===== src/mie_pkg.sv =====
// Package with shared types and constants for the modular inverse block.
`timescale 1ns / 1ps

package mie_pkg;

    // Widths of the stream fields.
    localparam int VALUE_W        = 63;
    localparam int IN_TDATA_W     = 128;
    localparam int OUT_TDATA_W    = 64;
    localparam int WORD_BITS_DEF  = 64;

    // Controller states, one-hot.
    typedef enum logic [6:0] {
        ST_IDLE  = 7'b0000001,
        ST_CHECK = 7'b0000010,
        ST_ALIGN = 7'b0000100,
        ST_SUB   = 7'b0001000,
        ST_SWAP  = 7'b0010000,
        ST_FIX   = 7'b0100000,
        ST_SIGN  = 7'b1000000
    } t_state;

    // Commands from the controller to the datapath.
    typedef struct packed {
        logic load;
        logic shift_up;
        logic sub_step;
        logic swap;
        logic fix;
        logic sign;
    } t_cmd;

    // Status from the datapath to the controller.
    typedef struct packed {
        logic rem_zero;
        logic can_shift;
        logic k_zero;
    } t_status;

endpackage


===== src/mie_datapath.sv =====
// Datapath of the modular inverse: remainder and coefficient registers with shift-subtract division.
`timescale 1ns / 1ps

module mie_datapath
    import mie_pkg::*;
#(
    parameter int WORD_BITS = WORD_BITS_DEF
) (
    input  logic                 i_clk,
    input  t_cmd                 i_cmd,
    input  logic [VALUE_W-1:0]   i_value,
    input  logic [VALUE_W-1:0]   i_modulus,
    output t_status              o_status,
    output logic [VALUE_W-1:0]   o_inverse,
    output logic                 o_fail
);

    localparam int OW = WORD_BITS - 1;
    localparam int KW = $clog2(WORD_BITS);

    logic [WORD_BITS-1:0] r_rp, r_rc, r_tp, r_tc, r_d, r_e, r_m;
    logic [KW-1:0]        r_k;
    logic                 r_neg;
    logic                 r_mzero;
    logic [OW-1:0]        r_res_inv;
    logic                 r_res_fail;

    logic [WORD_BITS-1:0] w_v, w_m, w_d_up;
    logic                 w_fail;

    assign w_v    = WORD_BITS'(i_value[OW-1:0]);
    assign w_m    = WORD_BITS'(i_modulus[OW-1:0]);
    // The divisor never exceeds 63 bits, so its top bit is clear.
    assign w_d_up = {r_d[WORD_BITS-2:0], 1'b0};
    assign w_fail = r_mzero | (r_rp != WORD_BITS'(1));

    assign o_status.rem_zero  = (r_rc == '0);
    assign o_status.can_shift = (w_d_up <= r_rp);
    assign o_status.k_zero    = (r_k == '0);
    assign o_inverse          = VALUE_W'(r_res_inv);
    assign o_fail             = r_res_fail;

    always_ff @(posedge i_clk) begin
        if (i_cmd.load) begin
            // One extra Euclid step from (value, modulus) reduces the value first.
            r_rp    <= w_v;
            r_rc    <= w_m;
            r_tp    <= WORD_BITS'(1);
            r_tc    <= '0;
            r_d     <= w_m;
            r_e     <= '0;
            r_k     <= '0;
            r_neg   <= 1'b1;
            r_m     <= w_m;
            r_mzero <= (w_m == '0);
        end else if (i_cmd.shift_up) begin
            r_d <= w_d_up;
            r_e <= {r_e[WORD_BITS-2:0], 1'b0};
            r_k <= r_k + KW'(1);
        end else if (i_cmd.sub_step) begin
            if (r_d <= r_rp) begin
                r_rp <= r_rp - r_d;
                r_tp <= r_tp + r_e;
            end
            if (r_k != '0) begin
                r_d <= r_d >> 1;
                r_e <= r_e >> 1;
                r_k <= r_k - KW'(1);
            end
        end else if (i_cmd.swap) begin
            r_rp  <= r_rc;
            r_rc  <= r_rp;
            r_tp  <= r_tc;
            r_tc  <= r_tp;
            r_d   <= r_rp;
            r_e   <= r_tp;
            r_k   <= '0;
            r_neg <= ~r_neg;
        end else if (i_cmd.fix) begin
            if (!r_mzero && (r_tp >= r_m)) begin
                r_tp <= r_tp - r_m;
            end
        end else if (i_cmd.sign) begin
            r_res_fail <= w_fail;
            if (w_fail) begin
                r_res_inv <= '0;
            end else if (!r_neg && (r_tp != '0)) begin
                // The gcd coefficient carries the sign opposite to the current one.
                r_res_inv <= OW'(r_m - r_tp);
            end else begin
                r_res_inv <= OW'(r_tp);
            end
        end
    end

endmodule


===== src/mie_ctrl.sv =====
// Controller state machine that sequences the Euclid steps of the modular inverse.
`timescale 1ns / 1ps

module mie_ctrl
    import mie_pkg::*;
(
    input  logic    i_clk,
    input  logic    i_rst_n,
    input  logic    i_start,
    input  logic    i_out_free,
    input  t_status i_status,
    output logic    o_idle,
    output logic    o_push,
    output t_cmd    o_cmd
);

    t_state r_state, n_state;
    logic   r_done, n_done;

    assign o_idle = (r_state == ST_IDLE) && !r_done;
    assign o_push = r_done && i_out_free;

    always_comb begin
        n_state = r_state;
        n_done  = r_done;
        o_cmd   = '0;
        if (o_push) begin
            n_done = 1'b0;
        end
        case (r_state)
            ST_IDLE: begin
                if (i_start) begin
                    o_cmd.load = 1'b1;
                    n_state    = ST_CHECK;
                end
            end
            ST_CHECK: begin
                n_state = i_status.rem_zero ? ST_FIX : ST_ALIGN;
            end
            ST_ALIGN: begin
                if (i_status.can_shift) begin
                    o_cmd.shift_up = 1'b1;
                end else begin
                    n_state = ST_SUB;
                end
            end
            ST_SUB: begin
                o_cmd.sub_step = 1'b1;
                if (i_status.k_zero) begin
                    n_state = ST_SWAP;
                end
            end
            ST_SWAP: begin
                o_cmd.swap = 1'b1;
                n_state    = ST_CHECK;
            end
            ST_FIX: begin
                o_cmd.fix = 1'b1;
                n_state   = ST_SIGN;
            end
            ST_SIGN: begin
                o_cmd.sign = 1'b1;
                n_done     = 1'b1;
                n_state    = ST_IDLE;
            end
            default: begin
                n_state = ST_IDLE;
            end
        endcase
    end

    always_ff @(posedge i_clk) begin
        if (!i_rst_n) begin
            r_state <= ST_IDLE;
            r_done  <= 1'b0;
        end else begin
            r_state <= n_state;
            r_done  <= n_done;
        end
    end

endmodule


===== src/modular_inverse_egcd.sv =====
// Top level of the modular inverse block: stream ports, output register, controller and datapath.
`timescale 1ns / 1ps
//
//  Channel   Direction  Payload
//  s_axis    in         tdata: value [62:0], modulus [125:63], zero pad [127:126]
//  m_axis    out        tdata: inverse [62:0], zero pad [63]; tuser: status [0]
//
//  Each request runs the extended Euclidean algorithm, whose first step divides the
//  value by the modulus. Every quotient is found by shift-subtract long division: a
//  step checks the remainder, shifts the divisor up into alignment, subtracts it back
//  down one quotient bit at a time and then swaps the two remainders and coefficients.
//  A request is first accepted, and the run closes with a last check, a fix and a sign step.
//  Reset is synchronous and active low and clears only control state.
//  A finished result waits in the output register; the next request is taken while
//  it waits, and a second result is held in the datapath until the register frees.
//
module modular_inverse_egcd
    import mie_pkg::*;
#(
    parameter int WORD_BITS = WORD_BITS_DEF
) (
    input  logic                   i_clk,
    input  logic                   i_rst_n,
    // Request stream: value (bits 62:0), modulus (bits 125:63), zero pad.
    input  logic                   i_s_axis_tvalid,
    output logic                   o_s_axis_tready,
    input  logic [IN_TDATA_W-1:0]  i_s_axis_tdata,
    // Result stream: inverse (bits 62:0), zero pad.
    output logic                   o_m_axis_tvalid,
    input  logic                   i_m_axis_tready,
    output logic [OUT_TDATA_W-1:0] o_m_axis_tdata,
    // Result flag: status (bit 0), set when the gcd is not one or the modulus is zero.
    output logic                   o_m_axis_tuser
);

    t_cmd                w_cmd;
    t_status             w_status;
    logic                w_idle;
    logic                w_push;
    logic                w_start;
    logic                w_out_free;
    logic [VALUE_W-1:0]  w_inverse;
    logic                w_fail;

    logic                r_out_valid;
    logic [VALUE_W-1:0]  r_out_inverse;
    logic                r_out_status;

    // The controller only takes a request with no result pending in the datapath.
    assign o_s_axis_tready = w_idle;
    assign w_start         = i_s_axis_tvalid && w_idle;

    // The output register is free when empty or when its result leaves this cycle.
    assign w_out_free = !r_out_valid || i_m_axis_tready;

    mie_ctrl u_ctrl (
        .i_clk      (i_clk),
        .i_rst_n    (i_rst_n),
        .i_start    (w_start),
        .i_out_free (w_out_free),
        .i_status   (w_status),
        .o_idle     (w_idle),
        .o_push     (w_push),
        .o_cmd      (w_cmd)
    );

    mie_datapath #(
        .WORD_BITS (WORD_BITS)
    ) u_datapath (
        .i_clk     (i_clk),
        .i_cmd     (w_cmd),
        .i_value   (i_s_axis_tdata[VALUE_W-1:0]),
        .i_modulus (i_s_axis_tdata[2*VALUE_W-1:VALUE_W]),
        .o_status  (w_status),
        .o_inverse (w_inverse),
        .o_fail    (w_fail)
    );

    always_ff @(posedge i_clk) begin
        if (!i_rst_n) begin
            r_out_valid <= 1'b0;
        end else if (w_push) begin
            r_out_valid <= 1'b1;
        end else if (i_m_axis_tready) begin
            r_out_valid <= 1'b0;
        end
    end

    always_ff @(posedge i_clk) begin
        if (w_push) begin
            r_out_inverse <= w_inverse;
            r_out_status  <= w_fail;
        end
    end

    assign o_m_axis_tvalid = r_out_valid;
    assign o_m_axis_tdata  = OUT_TDATA_W'(r_out_inverse);
    assign o_m_axis_tuser  = r_out_status;

endmodule

===== config.mk =====
export PLATFORM = sky130hd
export DESIGN_NAME = modular_inverse_egcd
export DESIGN_NICKNAME = d
export VERILOG_FILES = /design/src/mie_pkg.sv /design/src/mie_datapath.sv /design/src/mie_ctrl.sv /design/src/modular_inverse_egcd.sv
export SDC_FILE = /design/constraint.sdc
export NUM_CORES = 2
export LEC_CHECK = 0
export ABC_CLOCK_PERIOD_IN_PS = 13860
export BUFFER_PORTS_ARGS = -buffer_cell sky130_fd_sc_hd__buf_4
export CAP_MARGIN = 20
export CORE_UTILIZATION = 50
export CTS_CLUSTER_DIAMETER = 150
export DETAILED_ROUTE_END_ITERATION = 8
export GPL_ROUTABILITY_DRIVEN = 1
export GPL_TIMING_DRIVEN = 1
export HOLD_SLACK_MARGIN = 0.08
export PLACE_DENSITY = 0.67
export REMOVE_ABC_BUFFERS = 1
export SKIP_CTS_REPAIR_TIMING = 1
export SKIP_LAST_GASP = 1
export SLEW_MARGIN = 20
export SYNTH_ARGS = -nofsm -noshare
export SYNTH_HDL_FRONTEND = slang
export SYNTH_SLANG_ARGS = --single-unit

===== constraint.sdc =====
create_clock -name i_clk -period 13.86 [get_ports i_clk]
set_input_delay 1.386 -clock i_clk [delete_from_list [all_inputs] [get_ports i_clk]]
set_output_delay 1.386 -clock i_clk [all_outputs]
set_load 0.05 [all_outputs]

---- Word-level counts from Yosys, hierarchy flattened ----
Cells that the tools add are included.
word-level totals
  register bits ........................... 592
  input port bits ......................... 132
  output and inout bits ................... 67
  word-level logic and storage cells ...... 135
operators by class
  add/sub/neg operators ................... 6
  magnitude comparators ................... 3
  equality and inequality tests ........... 18
  muxes and demuxes ....................... 45
  bitwise gates (word level) .............. 7
  reductions and logical operators ........ 35
operator list
  operator                                                                   number
  64-bit 2-to-1 mux                                                          16
  63-bit 2-to-1 mux                                                          8
  64-bit less-or-equal comparator                                            2
  64-bit logical NOT                                                         2
  64-bit adder                                                               1
  64-bit by 63-bit greater-or-equal comparator with 1-bit output             1
  64-bit by 1-bit inequality test with 1-bit output (second input constant)  1
  64-bit nonzero test                                                        1
  64-bit by 63-bit subtractor with 64-bit output                             1
  64-bit subtractor                                                          1
  63-bit subtractor                                                          1
  7-bit one-hot mux with 6 select lines                                      1
  6-bit 2-to-1 mux                                                           5
  7-bit 2-to-1 mux                                                           3
  3-bit AND reduction                                                        5
  1-bit 2-to-1 mux                                                           12
  2-bit by 1-bit inequality test with 1-bit output (second input constant)   6
  3-bit nonzero test                                                         4
  2-bit nonzero test                                                         4
  7-bit by 1-bit equality test with 1-bit output (second input constant)     1
  7-bit by 2-bit equality test with 1-bit output (second input constant)     1
  7-bit by 3-bit equality test with 1-bit output (second input constant)     1
  7-bit by 4-bit equality test with 1-bit output (second input constant)     1
  7-bit by 5-bit equality test with 1-bit output (second input constant)     1
  other kinds (19)                                                           34

---- Depth between registers and ports, before layout ----
  word-level depth ........................ 7
  depth in mapped cells ................... 17
  mapped depth without buffers ............ 15

---- Hierarchy ----
From an unflattened synthesis, not the netlist that was laid out.
second synthesis, totals
  cell total of the unflattened synthesis .. 5009
  area, all modules ....................... 42906.2 µm²
by module, submodules not included
  module                instances  cells an instance  area each (µm²)  seq. area each (µm²)
  mie_datapath          1          4880               40446.3          13563.0
  modular_inverse_egcd  1          71                 1988.2           1941.9
  mie_ctrl              1          58                 471.7            160.2

---- Worst setup path before layout ----
No wires, ideal clock.
  path kind ............................... register -> register
  from .................................... register u_datapath.r_rp[25]
  to ...................................... register u_datapath.r_rp[0] (enable)
  library setup time ...................... 0.571 ns
  arrival ................................. 6.680 ns
  required time ........................... 13.289 ns
  path slack .............................. 6.609 ns
  stages on the path, launching flop included .. 11
  buffers on the path ..................... 1
  clock period less this slack ............ 7.251 ns
  cell sequence ........................... edfxtp_1 ha_1 clkbuf_1 nand2_1 nor4_2 nand3_1 or4_1 nand4b_1 a21oi_1 or3_1 o21ai_0
on the way
  cells in the longest elaborated chain, start to end .. 5
  elaborated cells on any way between the ends .. 7
  those cells by class .................... order compare: 2; eq/ne: 2; mux: 2; reduce/logical: 1
ends and longest elaborated chain
  element                                                            line                text
  from (decl)                                                        mie_datapath.sv:21  logic [WORD_BITS-1:0] r_rp, r_rc, r_tp, r_tc, r_d, r_e, r_m;
  from (signal assigned)                                             mie_datapath.sv:46  r_rp <= w_v;
  from (signal assigned)                                             mie_datapath.sv:62  r_rp <= r_rp - r_d;
  from (signal assigned)                                             mie_datapath.sv:71  r_rp <= r_rc;
  64-bit less-or-equal comparator                                    mie_datapath.sv:38  assign o_status.can_shift = (w_d_up <= r_rp);
  1-bit 2-to-1 mux                                                   mie_ctrl.sv:41      if (i_status.can_shift) begin
  1-bit 2-to-1 mux                                                   mie_ctrl.sv:30      case (r_state)
  2-bit by 1-bit inequality test with 1-bit output (no source line)  --
  3-bit AND reduction (no source line) (*)                           --
Every way passes the cells marked *; elsewhere a longest branch is shown, timed or not.
A chain may end at the register's enable or synchronous reset.

---- Worst setup path after layout ----
  from .................................... register u_datapath.r_rp[63]
  to ...................................... register u_datapath.r_tp[61]
on the way
  cells in the longest elaborated chain, start to end .. 5
  elaborated cells on any way between the ends .. 7
  those cells by class .................... order compare: 2; eq/ne: 1; mux: 2; bitwise: 1; reduce/logical: 1
ends and longest elaborated chain
  element                                   line                text
  64-bit less-or-equal comparator           mie_datapath.sv:38
  1-bit 2-to-1 mux                          mie_ctrl.sv:41
  1-bit 2-to-1 mux                          mie_ctrl.sv:30
  1-bit inverter (no source line)           --
  4-bit AND reduction (no source line) (*)  --
  to (signal assigned)                      mie_datapath.sv:63  r_tp <= r_tp + r_e;
  to (signal assigned)                      mie_datapath.sv:73  r_tp <= r_tc;
  to (signal assigned)                      mie_datapath.sv:81  r_tp <= r_tp - r_m;
  to (decl)                                 mie_datapath.sv:21
Marks and branches as above.

==> results.txt <==
----------------------------------------------------
[Run status]
  Outcome ... completed

[Pwr]
  NetSw ... 1.71 mW
  Portion of total power attributed to combinational logic ... around 24%
  Pleak ... 17.8 nW
  Fraction of power spent switching nets ... roughly 32%
  Sum of internal, switching and leakage power ... 5.29 mW
  Sequential share of power ... approximately 40%
  Maximum VDD drop ... about 0.00013 V
  Clock power share ... roughly 36%
  Cell area power density ... 114 nW/um2
  Internal power consumption ... 3.58 mW

[Logic synthesis]
  Netlist area before placement ... roughly 42000 um2
  Cell type with the highest aggregate area in the netlist ... sky130_fd_sc_hd__edfxtp_1
  Total number of yosys warnings ... 0
  Portion of the post-synthesis area used by sequential elements ... between 30% and 40%
  Post-synthesis average cell area ... 8.41 um2
  Mapped Cells ... 5005
  Asr flop ratio synth ... 0%
  Post-synthesis cell type count ... 93
  Fraction of synthesized cell area taken by the top area cell type ... 27.2%
  Number of enable-type register cells in the synthesized netlist ... around 380
  Biggest area contributors in the synthesized netlist ... sky130_fd_sc_hd__edfxtp_1 27%, sky130_fd_sc_hd__dfxtp_1 10%, sky130_fd_sc_hd__ha_1 9.5%, sky130_fd_sc_hd__a21oi_1 6.6%, sky130_fd_sc_hd__nand2_1 6.1%
  Main synth FF type ... sky130_fd_sc_hd__edfxtp_1
  Synthesized flop and latch total ... 592

[Placed design]
  Placed Instance Area ... 44200 um2
  Placed instance count ... 6012
  Port bufs ... 195
  Placer's final routability congestion estimate ... between 0.9 and 1
  HPWL Detailed ... between 100000 and 150000 um

[Drt]
  Number of DRC markers in iteration 0 ... 4263
  Met3 WL post-DR ... 12200 um
  Max Used Layer ... met4
  First-pass detailed-route iteration total ... 7
  Routed via count divided by cell count ... 6.36
  Post-detailed-route DRC marker count ... 0
  WL per Instance ... roughly 24 um
  Met2 layer wire length in the routed design ... 65000 um
  Met1 layer wirelength in the final routing ... ~65000 um
  Remaining antenna violation count ... 0
  Total Routed Length ... 147000 um
  Via count ... between 30000 and 40000

[Clocking]
  Clock transition at the registers of the reported paths ... 70 ps
  CTS buffer count ... 68
  Number of sinks on the clock net ... 592
  CTS HTree Levels ... 3
  Clock tree from TritonCTS ... built
  Clock Latency Late Sink ... 640 ps
  Cell at the root of the clock tree ... sky130_fd_sc_hd__clkbuf_16
  Clk buf depth ... 3

[Die]
  Die X-Extent ... between 200 and 300 um
  Die H ... 292 um
  Area of the core ... 83400 um2
  DIE AREA ... 85400 um2
  Starting density of the core ... between 50 and 60%
  Site Rows ... around 110
  # IOs ... 199

[Global route]
  Total track usage ... 33.8%
  Global-route wire length before repair ... 222000 um
  Number of global-route vias before repair ... 36400
  Antenna violations before repair ... 0
  Global route overflow ... 0
  Pin count of the biggest net entering global routing ... 168

[Worst setup path]
  Depth of the most critical reg-to-reg path ... 14
  Type of the worst setup path ... reg2reg
  Critical register-to-register path endpoint ... u_datapath.r_tp[61]
  Launch instance of the worst register-to-register path ... u_datapath.r_rp[63]
  Maximum fanout along the worst path ... 92
  Register-to-register path setup slack ... between 7000 and 8000 ps
  Worst Setup End Kind ... flip-flop
  Startpoint class of the critical path ... flip-flop
  Worst Path Arrival ... 6650 ps
  Critical path required time ... 14390 ps

[STA]
  Headroom to the max-slew limit ... 23.2%
  Number of endpoints with negative hold slack in the final report ... 0
  Clock tree skew after final layout ... 32.6 ps
  Final setup TNS ... 0 ps
  RSZ-0062 raised after global routing ... no
  Final-report max-slew violation count ... 0
  Timing-limited maximum frequency ... 163 MHz
  Number of setup violations in the final report ... 0
  Min Clock Period, post-route ... 6120 ps
  Pin slew with the least headroom to its limit ... 1140 ps
  Final clock period utilization by the worst path ... around 44%

[Worst hold path]
  Worst hold endpoint ... r_out_inverse[60]
  Path category of the worst min-delay check ... reg2reg
  Hold Path Depth ... 0
  Worst hold start ... u_datapath.o_inverse[60]

[Finish]
  Share of post-route cells with drive strength above 1 ... 8.19%
  P&R area growth vs syn ... 10.4%
  Fin nets ... 5456
  Utilization after layout ... 55.7%
  Final instance area ... 46500 um2
  Antenna cells ... 0
  Post-Layout Cell Count ... 6138

[Flow run]
  Max-cap violations ... 0

----------------------------------------------------
cell type report:
class	instances	area (um2)
inverter	324	1220
clock buffer	88	1870
sequential	592	15700
fill	7698	36900
timing repair buffer	242	1840
tap	1080	1350
multi-input combinational	3774	24100
clock inverter	38	420
flip-flops by register name, indices dropped and copies added (netlist names), 6 cells and up:
name,count
u_datapath.r_d,64
u_datapath.r_e,64
u_datapath.r_rc,64
u_datapath.r_rp,64
u_datapath.r_tc,64
u_datapath.r_tp,64
r_out_inverse,63
u_datapath.o_inverse,63
u_datapath.r_m,63
u_ctrl.r_state,7
u_datapath.r_k,6
metal layers:
layer / GRT usage, % / vias to the layer above
met4: 13.6 / 0
met1: 47.4 / 18700
met2: 52.3 / 1729
li1: - / 18300
met5: 0 / -
met3: 4.67 / 240
critical path: stages, from the launching register on:
cell and delay [ps]:
sky130_fd_sc_hd__dfxtp_1 630, sky130_fd_sc_hd__inv_1 90, sky130_fd_sc_hd__ha_1 310, sky130_fd_sc_hd__nand4_1 190, sky130_fd_sc_hd__nor4_1 970, sky130_fd_sc_hd__nand4_1 340, sky130_fd_sc_hd__a21oi_1 320, sky130_fd_sc_hd__o22ai_4 120
sky130_fd_sc_hd__or3_1 580, sky130_fd_sc_hd__a211oi_4 400, sky130_fd_sc_hd__buf_4 510, sky130_fd_sc_hd__buf_4 760, sky130_fd_sc_hd__o211ai_1 370, sky130_fd_sc_hd__o211ai_1 200, sky130_fd_sc_hd__o21ai_1 80
layout by cell type (no fill, tap or decap), types with 13 or more instances in the layout:
cell                        count
sky130_fd_sc_hd__nand2_1      679
sky130_fd_sc_hd__a21oi_1      554
sky130_fd_sc_hd__edfxtp_1     381
sky130_fd_sc_hd__o21ai_0      351
sky130_fd_sc_hd__nor2_1       335
sky130_fd_sc_hd__inv_1        322
sky130_fd_sc_hd__ha_1         318
sky130_fd_sc_hd__buf_4        240
sky130_fd_sc_hd__dfxtp_1      211
sky130_fd_sc_hd__xnor2_1      138
sky130_fd_sc_hd__a21o_1       127
sky130_fd_sc_hd__nand4_1      100
sky130_fd_sc_hd__xor2_1        90
sky130_fd_sc_hd__nor4_1        78
sky130_fd_sc_hd__a31oi_1       71
sky130_fd_sc_hd__clkbuf_16     70
sky130_fd_sc_hd__a221oi_1      66
sky130_fd_sc_hd__a22oi_1       65
sky130_fd_sc_hd__o21bai_1      60
sky130_fd_sc_hd__nor3_1        58
sky130_fd_sc_hd__mux2i_1       55
sky130_fd_sc_hd__nand3_1       54
sky130_fd_sc_hd__o22ai_1       50
sky130_fd_sc_hd__a211oi_1      49
sky130_fd_sc_hd__o2111ai_1     47
sky130_fd_sc_hd__o21a_1        33
sky130_fd_sc_hd__and3_1        32
sky130_fd_sc_hd__nand2b_1      30
sky130_fd_sc_hd__a222oi_1      24
sky130_fd_sc_hd__nor2b_1       22
sky130_fd_sc_hd__o211ai_1      19
sky130_fd_sc_hd__or3_1         19
sky130_fd_sc_hd__a22o_1        18
sky130_fd_sc_hd__and2_1        15
sky130_fd_sc_hd__o21ai_1       15
sky130_fd_sc_hd__a21boi_0      15
sky130_fd_sc_hd__o31ai_1       14
sky130_fd_sc_hd__clkbuf_1      13
cells in the mapped netlist (49+ instances only):
cell type,number
sky130_fd_sc_hd__nor3_1,60
sky130_fd_sc_hd__a31oi_1,71
sky130_fd_sc_hd__inv_1,323
sky130_fd_sc_hd__clkbuf_1,252
sky130_fd_sc_hd__mux2i_1,55
sky130_fd_sc_hd__edfxtp_1,381
sky130_fd_sc_hd__a211oi_1,49
sky130_fd_sc_hd__nor4_1,80
sky130_fd_sc_hd__o22ai_1,51
sky130_fd_sc_hd__xnor2_1,138
sky130_fd_sc_hd__nor2_1,341
sky130_fd_sc_hd__a221oi_1,66
sky130_fd_sc_hd__a21o_1,128
sky130_fd_sc_hd__a22oi_1,65
sky130_fd_sc_hd__dfxtp_1,211
sky130_fd_sc_hd__nand2_1,681
sky130_fd_sc_hd__o21bai_1,60
sky130_fd_sc_hd__a21oi_1,555
sky130_fd_sc_hd__nand3_1,56
sky130_fd_sc_hd__xor2_1,90
sky130_fd_sc_hd__nand4_1,100
sky130_fd_sc_hd__ha_1,318
sky130_fd_sc_hd__o21ai_0,352
power groups by stage:
| stage | clock, mW | sequential (mW) | combinational [mW] |
|---|---|---|---|
| after global routing | 1.97 | 2.14 | 1.40 |
| after floorplan | 0 | 2.12 | 0.885 |
| after global placement | 0 | 2.16 | 1.24 |
| final | 1.89 | 2.14 | 1.27 |
| after detailed placement | 0 | 2.17 | 1.24 |
| after CTS | 1.90 | 2.13 | 1.25 |
how the worst max path moves through the flow:
stage                                    from                   to  slack [ps]
final                     u_datapath.r_rp[63]  u_datapath.r_tp[61]        7740
after global routing       u_datapath.r_tp[0]  u_datapath.r_tp[61]        7620
after CTS                 u_datapath.r_rp[63]  u_datapath.r_tp[61]        7920
after detailed placement  u_datapath.r_rp[63]  u_datapath.r_tp[61]        7920
after global placement    u_datapath.r_rp[63]  u_datapath.r_tp[61]        8030
after floorplan           u_datapath.r_rp[61]   u_datapath.r_e[10]        1910
cells by family (layout without fill, tap and decap cells):
| family | after synthesis | after routing | share of synthesized area (%) |
|---|---|---|---|
| AOI/OAI and AO/OA | 1690 | 1690 | 25.5 |
| and+or+nand+nor | 1478 | 1478 | 15.7 |
| buffers and inverters | 639 | 692 | 5.87 |
| DFF | 592 | 592 | 37.2 |
| adders and majority gates | 322 | 322 | 9.64 |
| xor gates and xnor gates | 228 | 228 | 4.74 |
| muxes | 55 | 55 | 1.31 |
| other | 1 | 1 | 0.00891 |
metrics by stage:
| step | hold slack (ps) | setup slack [ps] |
|---|---|---|
| 6_report | 413 | 7740 |
| 5_1_grt | 420 | 7620 |
| 4_1_cts | 416 | 7920 |
| 3_5_place_dp | 405 | 7920 |
| 3_3_place_gp | 400 | 8030 |
| 2_1_floorplan | 400 | 1910 |
No activity file was read; power rests on OpenSTA's default activity.
